`src/rtl/recursive_ticket_lock_defines.svh`:
```
// Assertion macros for the recursive ticket lock.
// Depends on nothing; the asserting module must have clk and rst in scope.
`ifndef RECURSIVE_TICKET_LOCK_DEFINES_SVH
`define RECURSIVE_TICKET_LOCK_DEFINES_SVH

// Same-cycle implication, checked on every rising edge outside reset.
`define RTLOCK_ASSERT_NOW(label, ante, cons, msg) \
  label: assert property (@(posedge clk) disable iff (rst) (ante) |-> (cons)) \
    else $error(msg);

// Next-cycle implication, checked on every rising edge outside reset.
`define RTLOCK_ASSERT_NEXT(label, ante, cons, msg) \
  label: assert property (@(posedge clk) disable iff (rst) (ante) |=> (cons)) \
    else $error(msg);

`endif

```
`src/rtl/rtlock_pkg.sv`:
```
// Shared constants and types for the recursive ticket lock.
// No dependencies.
package rtlock_pkg;

  localparam int CMD_W    = 3;
  localparam int CPU_W    = 6;
  localparam int CNT_W    = 16;
  localparam int TICKET_W = 32;
  localparam int RET_W    = 17;

  localparam logic [CMD_W-1:0] CMD_LOCK            = 3'd0;
  localparam logic [CMD_W-1:0] CMD_UNLOCK          = 3'd1;
  localparam logic [CMD_W-1:0] CMD_RELEASE_ALL     = 3'd2;
  localparam logic [CMD_W-1:0] CMD_RELEASE_BUT_ONE = 3'd3;
  localparam logic [CMD_W-1:0] CMD_ACQUIRE_COUNT   = 3'd4;
  localparam logic [CMD_W-1:0] CMD_HELD_QUERY      = 3'd5;

  localparam logic [TICKET_W-1:0] SERVING_RESET = 32'd1;

  // What one command does to the shared state.
  typedef struct packed {
    logic write;    // write the CPU's entry back
    logic draw;     // ticket dispenser advances
    logic advance;  // now-serving advances
    logic err;      // unlock at depth zero, overflow or bad CPU index
  } status_t;

endpackage

```
`src/rtl/rtlock_channels.sv`:
```
// Valid/ready channel interfaces for the recursive ticket lock.
// Depends on rtlock_pkg.
interface rtlock_req_if import rtlock_pkg::*; ();
  logic             valid;
  logic             ready;
  logic [CMD_W-1:0] command;
  logic [CPU_W-1:0] cpu_id;
  logic [CNT_W-1:0] lock_count;

  modport source (output valid, command, cpu_id, lock_count, input ready);
  modport sink (input valid, command, cpu_id, lock_count, output ready);
endinterface

interface rtlock_rsp_if import rtlock_pkg::*; ();
  logic                    valid;
  logic                    ready;
  logic [TICKET_W-1:0]     owned_ticket;
  logic                    granted;
  logic signed [RET_W-1:0] returned_depth;
  logic                    error;

  modport source (output valid, owned_ticket, granted, returned_depth, error,
                  input ready);
  modport sink (input valid, owned_ticket, granted, returned_depth, error,
                output ready);
endinterface

```
`src/rtl/rtlock_table.sv`:
```
// Per-CPU ticket and depth store: memories with registered read, fill bits
// cleared by reset, and a bypass for a write landing on the read edge.
// Depends on rtlock_pkg.
module rtlock_table import rtlock_pkg::*; #(
  parameter int NUM_CPUS   = 64,
  parameter int DEPTH_BITS = 16,
  parameter int IDX_W      = $clog2(NUM_CPUS)
) (
  input  logic                  clk,
  input  logic                  rst,
  input  logic                  rd_en,
  input  logic [IDX_W-1:0]      rd_idx,
  input  logic                  wr_en,
  input  logic [IDX_W-1:0]      wr_idx,
  input  logic [TICKET_W-1:0]   wr_ticket,
  input  logic [DEPTH_BITS-1:0] wr_depth,
  output logic [TICKET_W-1:0]   rd_ticket,
  output logic [DEPTH_BITS-1:0] rd_depth
);

  logic [TICKET_W-1:0]   ticket_mem [NUM_CPUS];
  logic [DEPTH_BITS-1:0] depth_mem  [NUM_CPUS];
  logic [NUM_CPUS-1:0]   filled;

  logic [TICKET_W-1:0]   mem_ticket;
  logic [DEPTH_BITS-1:0] mem_depth;
  logic [TICKET_W-1:0]   last_ticket;
  logic [DEPTH_BITS-1:0] last_depth;
  logic                  entry_filled;
  logic                  bypass;

  always_ff @(posedge clk) begin
    if (wr_en) begin
      ticket_mem[wr_idx] <= wr_ticket;
      depth_mem[wr_idx]  <= wr_depth;
      last_ticket        <= wr_ticket;
      last_depth         <= wr_depth;
    end
    if (rd_en) begin
      mem_ticket <= ticket_mem[rd_idx];
      mem_depth  <= depth_mem[rd_idx];
    end
  end

  always_ff @(posedge clk) begin
    if (rst) begin
      filled       <= '0;
      entry_filled <= 1'b0;
      bypass       <= 1'b0;
    end else begin
      if (wr_en) begin
        filled[wr_idx] <= 1'b1;
      end
      if (rd_en) begin
        entry_filled <= filled[rd_idx];
        bypass       <= wr_en && (wr_idx == rd_idx);
      end
    end
  end

  // Take the value just written when it hit the same entry on the read edge.
  always_comb begin
    if (bypass) begin
      rd_ticket = last_ticket;
      rd_depth  = last_depth;
    end else if (entry_filled) begin
      rd_ticket = mem_ticket;
      rd_depth  = mem_depth;
    end else begin
      rd_ticket = '0;
      rd_depth  = '0;
    end
  end

endmodule

```
`src/rtl/rtlock_update.sv`:
```
// Command logic: new ticket and depth of one CPU, counter updates, result.
// Depends on rtlock_pkg.
module rtlock_update import rtlock_pkg::*; #(
  parameter int DEPTH_BITS = 16
) (
  input  logic [CMD_W-1:0]        command,
  input  logic [CNT_W-1:0]        lock_count,
  input  logic                    in_range,
  input  logic [TICKET_W-1:0]     cur_ticket,
  input  logic [DEPTH_BITS-1:0]   cur_depth,
  input  logic [TICKET_W-1:0]     next_ticket,
  input  logic [TICKET_W-1:0]     now_serving,
  output logic [TICKET_W-1:0]     new_ticket,
  output logic [DEPTH_BITS-1:0]   new_depth,
  output logic [TICKET_W-1:0]     next_ticket_next,
  output logic [TICKET_W-1:0]     now_serving_next,
  output status_t                 status,
  output logic [TICKET_W-1:0]     owned_ticket,
  output logic                    granted,
  output logic signed [RET_W-1:0] returned_depth
);

  localparam int SUM_W = ((DEPTH_BITS > CNT_W) ? DEPTH_BITS : CNT_W) + 1;
  localparam int WIDE_W = (DEPTH_BITS > RET_W) ? DEPTH_BITS : RET_W;

  logic [SUM_W-1:0]      add_n;
  logic [SUM_W-1:0]      sum;
  logic                  overflow;
  logic                  depth_zero;
  logic                  take;
  logic [WIDE_W-1:0]     depth_wide;
  logic [WIDE_W-1:0]     depth_less;
  logic [RET_W-1:0]      ret;
  logic                  draw;
  logic                  advance;
  logic                  err;

  assign add_n      = (command == CMD_LOCK) ? SUM_W'(1) : SUM_W'(lock_count);
  assign sum        = SUM_W'(cur_depth) + add_n;
  assign overflow   = |sum[SUM_W-1:DEPTH_BITS];
  assign depth_zero = (cur_depth == '0);
  assign take       = (command == CMD_LOCK) || (lock_count != '0);
  assign depth_wide = WIDE_W'(cur_depth);
  assign depth_less = depth_wide - WIDE_W'(1);

  always_comb begin
    new_ticket = cur_ticket;
    new_depth  = cur_depth;
    draw       = 1'b0;
    advance    = 1'b0;
    err        = 1'b0;
    ret        = '0;
    case (command)
      CMD_LOCK, CMD_ACQUIRE_COUNT: begin
        if (take) begin
          if (overflow) begin
            err = 1'b1;
          end else begin
            new_depth = sum[DEPTH_BITS-1:0];
            if (depth_zero) begin
              draw       = 1'b1;
              new_ticket = next_ticket + TICKET_W'(1);
            end
          end
        end
      end
      CMD_UNLOCK: begin
        if (depth_zero) begin
          err = 1'b1;
        end else begin
          new_depth = cur_depth - DEPTH_BITS'(1);
          advance   = (cur_depth == DEPTH_BITS'(1));
        end
      end
      CMD_RELEASE_ALL: begin
        ret       = depth_wide[RET_W-1:0];
        new_depth = '0;
        advance   = 1'b1;
      end
      CMD_RELEASE_BUT_ONE: begin
        ret       = depth_less[RET_W-1:0];
        new_depth = DEPTH_BITS'(1);
      end
      default: begin
        // held query and unused codes: report only
      end
    endcase
  end

  assign status.write   = in_range;
  assign status.draw    = in_range && draw;
  assign status.advance = in_range && advance;
  assign status.err     = !in_range || err;

  assign next_ticket_next = status.draw ? next_ticket + TICKET_W'(1) : next_ticket;
  assign now_serving_next = status.advance ? now_serving + TICKET_W'(1) : now_serving;

  assign owned_ticket   = in_range ? new_ticket : '0;
  assign granted        = in_range && (new_ticket == now_serving_next) &&
                          (new_depth != '0);
  assign returned_depth = in_range ? $signed(ret) : '0;

endmodule

```
`src/rtl/recursive_ticket_lock.sv`:
```
// Recursive ticket lock: one result item for every request item.
// Flow: the table entry is read as the request is accepted, then the command
// logic feeds the result register when the table stage advances.
// Throughput: one item per cycle while the result channel is not stalled; the table read is registered.
// Reset: synchronous; sets the ticket dispenser to 0 and now-serving to 1 and
// clears all table fill bits, so every CPU reads ticket 0 and depth 0 at once - no clearing pass.
module recursive_ticket_lock import rtlock_pkg::*; #(
  parameter int NUM_CPUS   = 64,
  parameter int DEPTH_BITS = 16
) (
  input logic         clk,
  input logic         rst,
  rtlock_req_if.sink  req,
  rtlock_rsp_if.source rsp
);

  localparam int IDX_W = $clog2(NUM_CPUS);

  // Table stage: request held here while its table entry is read.
  logic               s1_valid;
  logic [CMD_W-1:0]   s1_command;
  logic [CNT_W-1:0]   s1_lock_count;
  logic               s1_in_range;
  logic [IDX_W-1:0]   s1_idx;
  logic               s1_adv;
  logic               req_fire;

  // Lock-wide counters.
  logic [TICKET_W-1:0] next_ticket;
  logic [TICKET_W-1:0] now_serving;

  // Table read data and command logic results.
  logic [TICKET_W-1:0]     cur_ticket;
  logic [DEPTH_BITS-1:0]   cur_depth;
  logic [TICKET_W-1:0]     new_ticket;
  logic [DEPTH_BITS-1:0]   new_depth;
  logic [TICKET_W-1:0]     next_ticket_next;
  logic [TICKET_W-1:0]     now_serving_next;
  status_t                 status;
  logic [TICKET_W-1:0]     res_ticket;
  logic                    res_granted;
  logic signed [RET_W-1:0] res_depth;

  // Advance the table stage whenever the result register is free or drains.
  assign s1_adv    = s1_valid && (!rsp.valid || rsp.ready);
  assign req.ready = !s1_valid || s1_adv;
  assign req_fire  = req.valid && req.ready;

  always_ff @(posedge clk) begin
    if (rst) begin
      s1_valid <= 1'b0;
    end else if (req_fire) begin
      s1_valid <= 1'b1;
    end else if (s1_adv) begin
      s1_valid <= 1'b0;
    end
  end

  // Payload of the table stage; no reset needed.
  always_ff @(posedge clk) begin
    if (req_fire) begin
      s1_command    <= req.command;
      s1_lock_count <= req.lock_count;
      s1_in_range   <= (32'(req.cpu_id) < 32'(NUM_CPUS));
      s1_idx        <= IDX_W'(req.cpu_id);
    end
  end

  // Per-CPU store; a write on the read edge of the same CPU is bypassed.
  rtlock_table #(
    .NUM_CPUS   (NUM_CPUS),
    .DEPTH_BITS (DEPTH_BITS),
    .IDX_W      (IDX_W)
  ) u_table (
    .clk       (clk),
    .rst       (rst),
    .rd_en     (req_fire),
    .rd_idx    (IDX_W'(req.cpu_id)),
    .wr_en     (s1_adv && status.write),
    .wr_idx    (s1_idx),
    .wr_ticket (new_ticket),
    .wr_depth  (new_depth),
    .rd_ticket (cur_ticket),
    .rd_depth  (cur_depth)
  );

  rtlock_update #(
    .DEPTH_BITS (DEPTH_BITS)
  ) u_update (
    .command          (s1_command),
    .lock_count       (s1_lock_count),
    .in_range         (s1_in_range),
    .cur_ticket       (cur_ticket),
    .cur_depth        (cur_depth),
    .next_ticket      (next_ticket),
    .now_serving      (now_serving),
    .new_ticket       (new_ticket),
    .new_depth        (new_depth),
    .next_ticket_next (next_ticket_next),
    .now_serving_next (now_serving_next),
    .status           (status),
    .owned_ticket     (res_ticket),
    .granted          (res_granted),
    .returned_depth   (res_depth)
  );

  // Commit the counters only when the item leaves the table stage.
  always_ff @(posedge clk) begin
    if (rst) begin
      next_ticket <= '0;
      now_serving <= SERVING_RESET;
    end else if (s1_adv) begin
      next_ticket <= next_ticket_next;
      now_serving <= now_serving_next;
    end
  end

  // Result register: hold the item until it is taken.
  always_ff @(posedge clk) begin
    if (rst) begin
      rsp.valid <= 1'b0;
    end else if (s1_adv) begin
      rsp.valid <= 1'b1;
    end else if (rsp.ready) begin
      rsp.valid <= 1'b0;
    end
  end

  always_ff @(posedge clk) begin
    if (s1_adv) begin
      rsp.owned_ticket   <= res_ticket;
      rsp.granted        <= res_granted;
      rsp.returned_depth <= res_depth;
      rsp.error          <= status.err;
    end
  end

`include "recursive_ticket_lock_defines.svh"

  `RTLOCK_ASSERT_NEXT(a_serving_hold, !(s1_adv && status.advance), $stable(now_serving), "now-serving moved without a release")
  `RTLOCK_ASSERT_NEXT(a_draw_step, s1_adv && status.draw, next_ticket == $past(next_ticket) + TICKET_W'(1), "ticket dispenser did not step by one")
  `RTLOCK_ASSERT_NOW(a_err_no_draw, status.err, !status.draw && !status.advance, "failed command changed a counter")

endmodule
```
`src/flat_wrapper.sv`:
```
// flat-port wrapper written by rule: the top's interface ports become plain ports
module recursive_ticket_lock_flat import rtlock_pkg::*;
#(
  parameter int NUM_CPUS   = 64,
  parameter int DEPTH_BITS = 16
)
  (clk, rst, req_valid, req_command, req_cpu_id, req_lock_count, req_ready, rsp_valid, rsp_owned_ticket, rsp_granted, rsp_returned_depth, rsp_error, rsp_ready);
  rtlock_req_if req_i ();
  rtlock_rsp_if rsp_i ();
  input logic clk;
  input logic rst;
  input wire logic [$bits(req_i.valid)-1:0] req_valid;
  input wire logic [$bits(req_i.command)-1:0] req_command;
  input wire logic [$bits(req_i.cpu_id)-1:0] req_cpu_id;
  input wire logic [$bits(req_i.lock_count)-1:0] req_lock_count;
  output wire logic [$bits(req_i.ready)-1:0] req_ready;
  output wire logic [$bits(rsp_i.valid)-1:0] rsp_valid;
  output wire logic [$bits(rsp_i.owned_ticket)-1:0] rsp_owned_ticket;
  output wire logic [$bits(rsp_i.granted)-1:0] rsp_granted;
  output wire logic [$bits(rsp_i.returned_depth)-1:0] rsp_returned_depth;
  output wire logic [$bits(rsp_i.error)-1:0] rsp_error;
  input wire logic [$bits(rsp_i.ready)-1:0] rsp_ready;
  assign req_i.valid = req_valid;
  assign req_i.command = req_command;
  assign req_i.cpu_id = req_cpu_id;
  assign req_i.lock_count = req_lock_count;
  assign req_ready = req_i.ready;
  assign rsp_valid = rsp_i.valid;
  assign rsp_owned_ticket = rsp_i.owned_ticket;
  assign rsp_granted = rsp_i.granted;
  assign rsp_returned_depth = rsp_i.returned_depth;
  assign rsp_error = rsp_i.error;
  assign rsp_i.ready = rsp_ready;
  recursive_ticket_lock #(.NUM_CPUS(NUM_CPUS), .DEPTH_BITS(DEPTH_BITS)) u_core (.clk(clk), .rst(rst), .req(req_i), .rsp(rsp_i));
endmodule
```
`config.mk`:
```
export PLATFORM = sky130hd
export DESIGN_NAME = recursive_ticket_lock_flat
export DESIGN_NICKNAME = d
export VERILOG_FILES = /design/src/rtl/rtlock_pkg.sv /design/src/rtl/rtlock_channels.sv /design/src/rtl/rtlock_table.sv /design/src/rtl/rtlock_update.sv /design/src/rtl/recursive_ticket_lock.sv /design/src/flat_wrapper.sv
export VERILOG_INCLUDE_DIRS = /design/src /design/src/rtl
export SDC_FILE = /design/constraint.sdc
export NUM_CORES = 2
export LEC_CHECK = 0
export BUFFER_PORTS_ARGS = -buffer_cell sky130_fd_sc_hd__buf_2
export CORE_MARGIN = 10
export CORE_UTILIZATION = 26
export DETAILED_ROUTE_END_ITERATION = 6
export PLACE_DENSITY = 0.48
export SLEW_MARGIN = 5
export SYNTH_ARGS = -nofsm -noshare
export SYNTH_HDL_FRONTEND = slang
export SYNTH_SLANG_ARGS = --single-unit
```
`constraint.sdc`:
```
create_clock -name clk -period 8.25 [get_ports clk]
set_input_delay 0.4125 -clock clk [delete_from_list [all_inputs] [get_ports clk]]
set_output_delay 0.4125 -clock clk [all_outputs]
set_load 0.01 [all_outputs]
```
* Word level (Yosys, flattened, before mapping) *
Memories as Yosys holds them, arrays and structs flattened. A register that Yosys moved wholly into a read port is not among the register bits.
Cells that the tools add are included.

operators by class
  add/sub/neg operators = 5
  order comparisons = 3
  equal/unequal tests = 7
  multiplexer cells = 34
  bitwise gates (word level) = 1
  reduce and logical (&&, ||, !) cells = 18

operator list
  kind                                                                count
  two-way mux 32 bit                                                  7
  two-way mux 16 bit                                                  6
  adder 32 x 1 -> 32 bit (second input constant)                      2
  bitwise OR 64 bit                                                   1
  case mux 16 bit (4 select lines)                                    1
  case mux 17 bit (2 select lines)                                    1
  == test 32 bit                                                      1
  nonzero test 16 bit                                                 2
  adder 16 x 16 -> 17 bit                                             1
  subtractor 16 x 1 -> 17 bit (second input constant)                 1
  == test 16 x 1 -> 1 bit (second input constant)                     1
  zero test 16 bit                                                    1
  subtractor 16 x 1 -> 16 bit (second input constant)                 1
  two-way mux 1 bit                                                   15
  less-than comparator 6 x 7 -> 1 bit (second input constant)         2
  binary-select mux 1 bit (select 6 bit)                              1
  demux 1 bit (select 6 bit)                                          1
  == test 3 x 2 -> 1 bit (second input constant)                      2
  == test 6 bit                                                       1
  greater-or-equal comparator 6 x 1 -> 1 bit (second input constant)  1
  logical AND 1 bit                                                   5
  case mux 1 bit (2 select lines)                                     2
  nonzero test 2 bit                                                  2
  == test 3 x 1 -> 1 bit (second input constant)                      1
  other kinds (6)                                                     9

storage, ports and cells
  register bits = 224
  RAM bits = 3072
  bits of input ports = 29
  output and inout bits = 53
  word-level logic and storage cells = 85
  memories kept = 2

memory list
  memory                     words  width  read ports  clocked after memory_dff  write ports  RTL line            source
  u_core.u_table.ticket_mem  64     32     1           1                         1            rtlock_table.sv:21  logic [TICKET_W-1:0] ticket_mem [NUM_CPUS];
  u_core.u_table.depth_mem   64     16     1           1                         1            rtlock_table.sv:22  logic [DEPTH_BITS-1:0] depth_mem [NUM_CPUS];

* Depth between registers and ports, before layout *
  depth in word-level cells = 9
  depth in mapped cells = 22

* By module *
A second synthesis with hierarchy kept.

second synthesis, totals
  cell total of the unflattened synthesis = 5998
  area, all modules = 132603.4 um2

by module, submodules not included
  module                 instances  cells an instance  area an instance (um2)
  rtlock_table           1          4872               122331.1
  recursive_ticket_lock  1          366                5235.0
  rtlock_update          1          760                5037.3

* Least setup slack after synthesis *
No wires, ideal clock.

  kind = register to register
  from = reg u_core.u_table.bypass
  to = mem u_core.u_table.depth_mem[0][0] (data pin)
  setup time = 1030 ps
  arrival time = 7217 ps
  setup slack = 3 ps
  stages on the path, launching flop included = 15
  period minus slack after synthesis = 8247 ps
  cells stage by stage = dfxtp_1 -> buf_4 -> buf_2 -> clkbuf_1 -> clkbuf_1 -> clkbuf_1 -> buf_1 -> a22oi_1 -> inv_1 -> ha_1 -> nand4_1 -> o211a_1 -> o211a_1 -> buf_2 -> o311ai_0

between the ends
  longest elaborated chain between the ends = 5

ends and longest elaborated chain
  element                               RTL line                     source
  start, declared                       rtlock_table.sv:30           logic bypass;
  start signal, assigned                rtlock_table.sv:56           bypass <= wr_en && (wr_idx == rd_idx);
  two-way mux 16 bit (*)                rtlock_table.sv:63           if (bypass) begin
  adder 16 x 16 -> 17 bit               rtlock_update.sv:39          assign sum = SUM_W'(cur_depth) + add_n;
  two-way mux 16 bit                    rtlock_update.sv:56          if (overflow) begin
  two-way mux 16 bit                    rtlock_update.sv:55          if (take) begin
  case mux 16 bit (4 select lines) (*)  rtlock_update.sv:53          case (command)
  net u_core.new_depth[0]               recursive_ticket_lock.sv:36  logic [DEPTH_BITS-1:0] new_depth;
  end, declared                         rtlock_table.sv:22

The timed path passes the listed nets; every way through them passes the cells marked *.

* Worst setup path in the final report *
  from = reg u_core.s1_command[0]
  to = reg u_core.rsp.granted (data pin)

between the ends
  longest elaborated chain between the ends = 8

ends and longest elaborated chain
  element                   RTL line                                                       source
  start, declared           recursive_ticket_lock.sv:21                                    logic [CMD_W-1:0] s1_command;
  start signal, assigned    recursive_ticket_lock.sv:62                                    s1_command <= req.command;
  zero test 3 bit           rtlock_update.sv:38, rtlock_update.sv:42, rtlock_update.sv:53
  two-way mux 16 bit        rtlock_update.sv:38                                            assign add_n = (command == CMD_LOCK) ? SUM_W'(1) : SUM_W'(lock_count);
  adder 16 x 16 -> 17 bit   rtlock_update.sv:39
  two-way mux 32 bit        rtlock_update.sv:56
  two-way mux 32 bit        rtlock_update.sv:55
  two-way mux 32 bit (*)    rtlock_update.sv:53
  net u_core.new_ticket[3]  recursive_ticket_lock.sv:35                                    logic [TICKET_W-1:0] new_ticket;
  == test 32 bit (*)        rtlock_update.sv:99                                            assign granted = in_range && (new_ticket == now_serving_next) &&
  logical AND 1 bit (*)     rtlock_update.sv:99
  net u_core.res_granted    recursive_ticket_lock.sv:41                                    logic res_granted;
  end signal, assigned      recursive_ticket_lock.sv:132                                   rsp.granted <= res_granted;
  end, declared             rtlock_channels.sv:22                                          modport source (output valid, owned_ticket, granted, returned_depth, error,

Marks and branches as above.
A chain may end at the register's enable or synchronous reset.

==> results.md <==
- Status: completed
- Num CTS Buffers: 354
- Final Hold Fails: 0
- Routed Antenna Nets: 0
- Min Tclk post-route: 7.06 ns
- Count of distinct cell types in the synthesized netlist: 89
- I/O pin cnt: 82
- Critical R2R Capture: u_core.rsp.granted
- Final WL: 415 mm
- GPL Wtd Cong: 0.853
- Drt via density: roughly 5
- Crit. End Element: flop
- Total leakage power: ~49 nW
- Compound-cell area share of the yosys netlist: under 10%
- CP cell instances: nor3_2, nor2b_1, fa_1, a211oi_1, nor4b_1, o21bai_1, o211ai_2, buf_4, nor2_4, buf_4, a221oi_1, a21oi_4, buf_4, xnor2_1, nand4_1, nor4_2, o41a_1
- Clock Latency Late Sink: 0.95 ns
- WL met3: roughly 31 mm
- Yosys top cell by area: edfxtp_1
- Top-area cell type share of the netlist area: 74.0%
- CTS max path bufs: 4
- Worst hold path cell count: 1
- Slew Limit Fails: 0
- Top post-synthesis cells by area: edfxtp_1 74%, mux4_2 18%, dfxtp_1 2.0%, nor2_1 0.90%, clkbuf_1 0.57%
- MaxCap Viol Count: 0
- Clock slew at reported path FFs: 0.06 ns
- Die width: 728 um
- Crit Path Max Fanout: 66
- 1st-pass router iterations: 6
- Initial core utilization: 26.0%
- Startpoint types: flop
- Count leader, synth: edfxtp_1
- Vias in the first global route: 65,600
- Slew headroom: 9.34%
- Highest metal used: met4
- Met1 WL: about 180 mm
- Largest family of logic cells by synthesized area: multiplexers
- Final setup viols: 0
- Root buf cell: clkbuf_16
- CTS tree: built
- Flop2flop setup slack: between 1 and 1.5 ns
- Die footprint: about 530,000 um^2
- Cells after synthesis: 5,875
- Fmax: 142 MHz
- WP buf/inv: 3
- CP max stage delay: 1.10 ns
- Flops & latches, synth: between 3,000 and 4,000
- Reg2reg path depth: 17
- Remaining global-route overflow: 0
- Fraction of the mapped netlist area in adder cells: less than 1%
- Worst slew pin tran: 1.36 ns
- Simple logic cell fraction of the synthesized area: around 2.6%
- TNS Setup: 0 ns
- Core Area: 501,000 um^2
- Top Family by Delay on Critical Path: simple AND/OR/NAND/NOR gates
- Synth cell count leaders: 3,212 x edfxtp_1, 1,015 x mux4_2, 311 x nor2_1, 197 x clkbuf_1, 132 x dfxtp_1
- Post-layout util: 30.5%
- Postcts setup bufs: 0
- Most used DFF post-synth: edfxtp_1
- Area delta synth->final: 17.0%
- # port buffers: 81
- Worst hold endpoint: u_core.s1_idx[2]
- Initial antenna violation count: 31
- Pin count of the biggest net entering global routing: 105
- Pwr/cell area: 236 nW/um^2
- Overall routing resource usage: 15.1%
- Reg-to-Reg Start: u_core.s1_command[0]
- Hold wc startpoint: req_cpu_id[2]
- Crit path DAT: 7.86 ns
- Post-synth EDFFs: roughly 3,200
- CP max-delay cell: nor3_2
- Yosys warns: 0
- Row count: 260
- Synth Area in XOR/XNOR: 0.960%
- Post-synth ARST share: 0%
- Nets: 6,297
- Filler cell count: approximately 48,000
- Critical path type: flop to flop
- Die Height: between 700 and 800 um
- Mux cell area share after synthesis: 17.9%
- Tot Pwr: roughly 0.036 W
- Via count: 65,800
- Sequential-to-total area share from yosys stat: 76.0%
- H-tree depth: 5
- Synthesized area: 130,000 um^2
- DRC Markers: 0
- WP data required: 9.05 ns
- Iter 0 DRT Violations: 8,461
- Hold buffers post-CTS: 23
- Critical Path Most Common Cell: buf_4
- RSZ-0062 raised after global routing: false
- CTS sink cnt: 3,344
- Post-cts resize count: 0
- Share of cells above drive strength 1: 30.3%
- Final Cycle Share: a little under nine tenths
- Syn_nets: 5,925
- Skew final: 0.0641 ns
- Met2 routed WL: roughly 190 mm
- Synth Area per Inst: 22.2 um^2
- Worst VDD drop: 0.000163 V
- Post-DP HPWL: between 200 and 250 mm
- Hold WC Path Type: input pin to flop
- WL per Instance: between 30 and 40 um
- First-pass GRT wire length: 564 mm
flip-flops by register name, indices dropped and copies added (netlist names), 17 cells and up:
signal,flops
u_core.now_serving,32
u_core.u_table.filled,64
u_core.rsp.owned_ticket,32
u_core.next_ticket,32
u_core.u_table.ticket_mem,2048
u_core.u_table.mem_ticket,32
u_core.rsp.returned_depth,17
u_core.u_table.depth_mem,1024
per-stage QoR:
stage	instance area, um^2	hold slack, ns	setup WS [ns]	cells
after global routing	153000	0.0997	0.853	13200
final	153000	0.136	1.19	13200
after detailed placement	141000	0.457	1.25	12500
after global placement	141000	0.444	1.42	12500
after floorplan	130000	0.435	0.00267	5875
after CTS	153000	0.0539	1.23	13200
final cells by class:
type	instances	area (um^2)	share of cell area [%]
Sequential cell	3344	99100	65.0
Multi-Input combinational cell	2192	30800	20.2
Clock buffer	444	9400	6.16
Tap cell	6681	8360	5.48
Timing Repair Buffer	327	2710	1.78
Clock inverter	199	2040	1.34
Inverter	28	110	0.0722
Antenna cell	4	10.0	0.00656
power breakdown:
part           total [W]  internal, W  switching (W)
registers         0.0187       0.0186      0.0000522
logic            0.00151     0.000575       0.000936
clock network     0.0158      0.00906        0.00677
total             0.0360       0.0283        0.00776
cells by family after synthesis:
kind of cell    Yosys count
mux                    1059
simple gates            699
compound gates          271
buf+inv                 339
flops                  3344
xor+xnor                142
fa+ha+maj                21
worst reg2reg max path: stages, from the launching register on:
cell and delay (ns):
edfxtp_1 0.67, nor3_2 1.11, nor2b_1 0.22, fa_1 0.52, a211oi_1 0.38, nor4b_1 0.17, o21bai_1 0.38, o211ai_2 0.11
buf_4 0.25, nor2_4 0.66, buf_4 0.49, a221oi_1 0.16, a21oi_4 0.16, buf_4 0.49, xnor2_1 0.21, nand4_1 0.13
nor4_2 0.57, o41a_1 0.25
cells in the final DEF (no fill, tap or decap), types with 7 or more instances in the layout:
cell type and n:
edfxtp_1 3212, mux4_2 1015, clkbuf_16 361, nor2_1 247
buf_4 197, dfxtp_1 131, nand2_1 108, xnor2_1 83
clkbuf_1 78, buf_2 74, clkinv_2 67, o21ai_0 66
nor2_4 65, clkinv_1 60, xor2_1 58, nand3_1 56
a21oi_1 54, a22oi_1 45, nor3_1 45, bufinv_16 30
buf_12 28, or3_1 27, inv_1 25, dlygate4sd3_1 23
nand4_1 21, nor2b_1 20, ha_1 20, nor4_1 18
and3_1 17, mux2i_1 16, clkinvlp_4 16, mux2_2 14
mux2i_4 14, o21ai_1 12, and2_2 11, and4_1 9
nand2b_1 8, o211ai_1 8, clkinv_8 7
worst max-delay path by stage:
stage               slack, ns  cells past startpoint             startpoint                              to
floorplan               0.003                     14  u_core.u_table.bypass  u_core.u_table.depth_mem[0][0]
global placement         1.42                     17   u_core.s1_command[0]              u_core.rsp.granted
detailed placement       1.25                     17   u_core.s1_command[0]              u_core.rsp.granted
CTS                      1.23                     17   u_core.s1_command[0]              u_core.rsp.granted
global route             0.85                     16   u_core.s1_command[0]              u_core.rsp.granted
finish                   1.19                     17   u_core.s1_command[0]              u_core.rsp.granted
layer usage:
layer | up-vias | track usage [%]
met4 | 0 | 3.20
met5 | - | 0
met3 | 443 | 2.55
met2 | 2761 | 24.2
li1 | 25600 | -
met1 | 37100 | 21.7
Power figures use the tool's default switching activity.
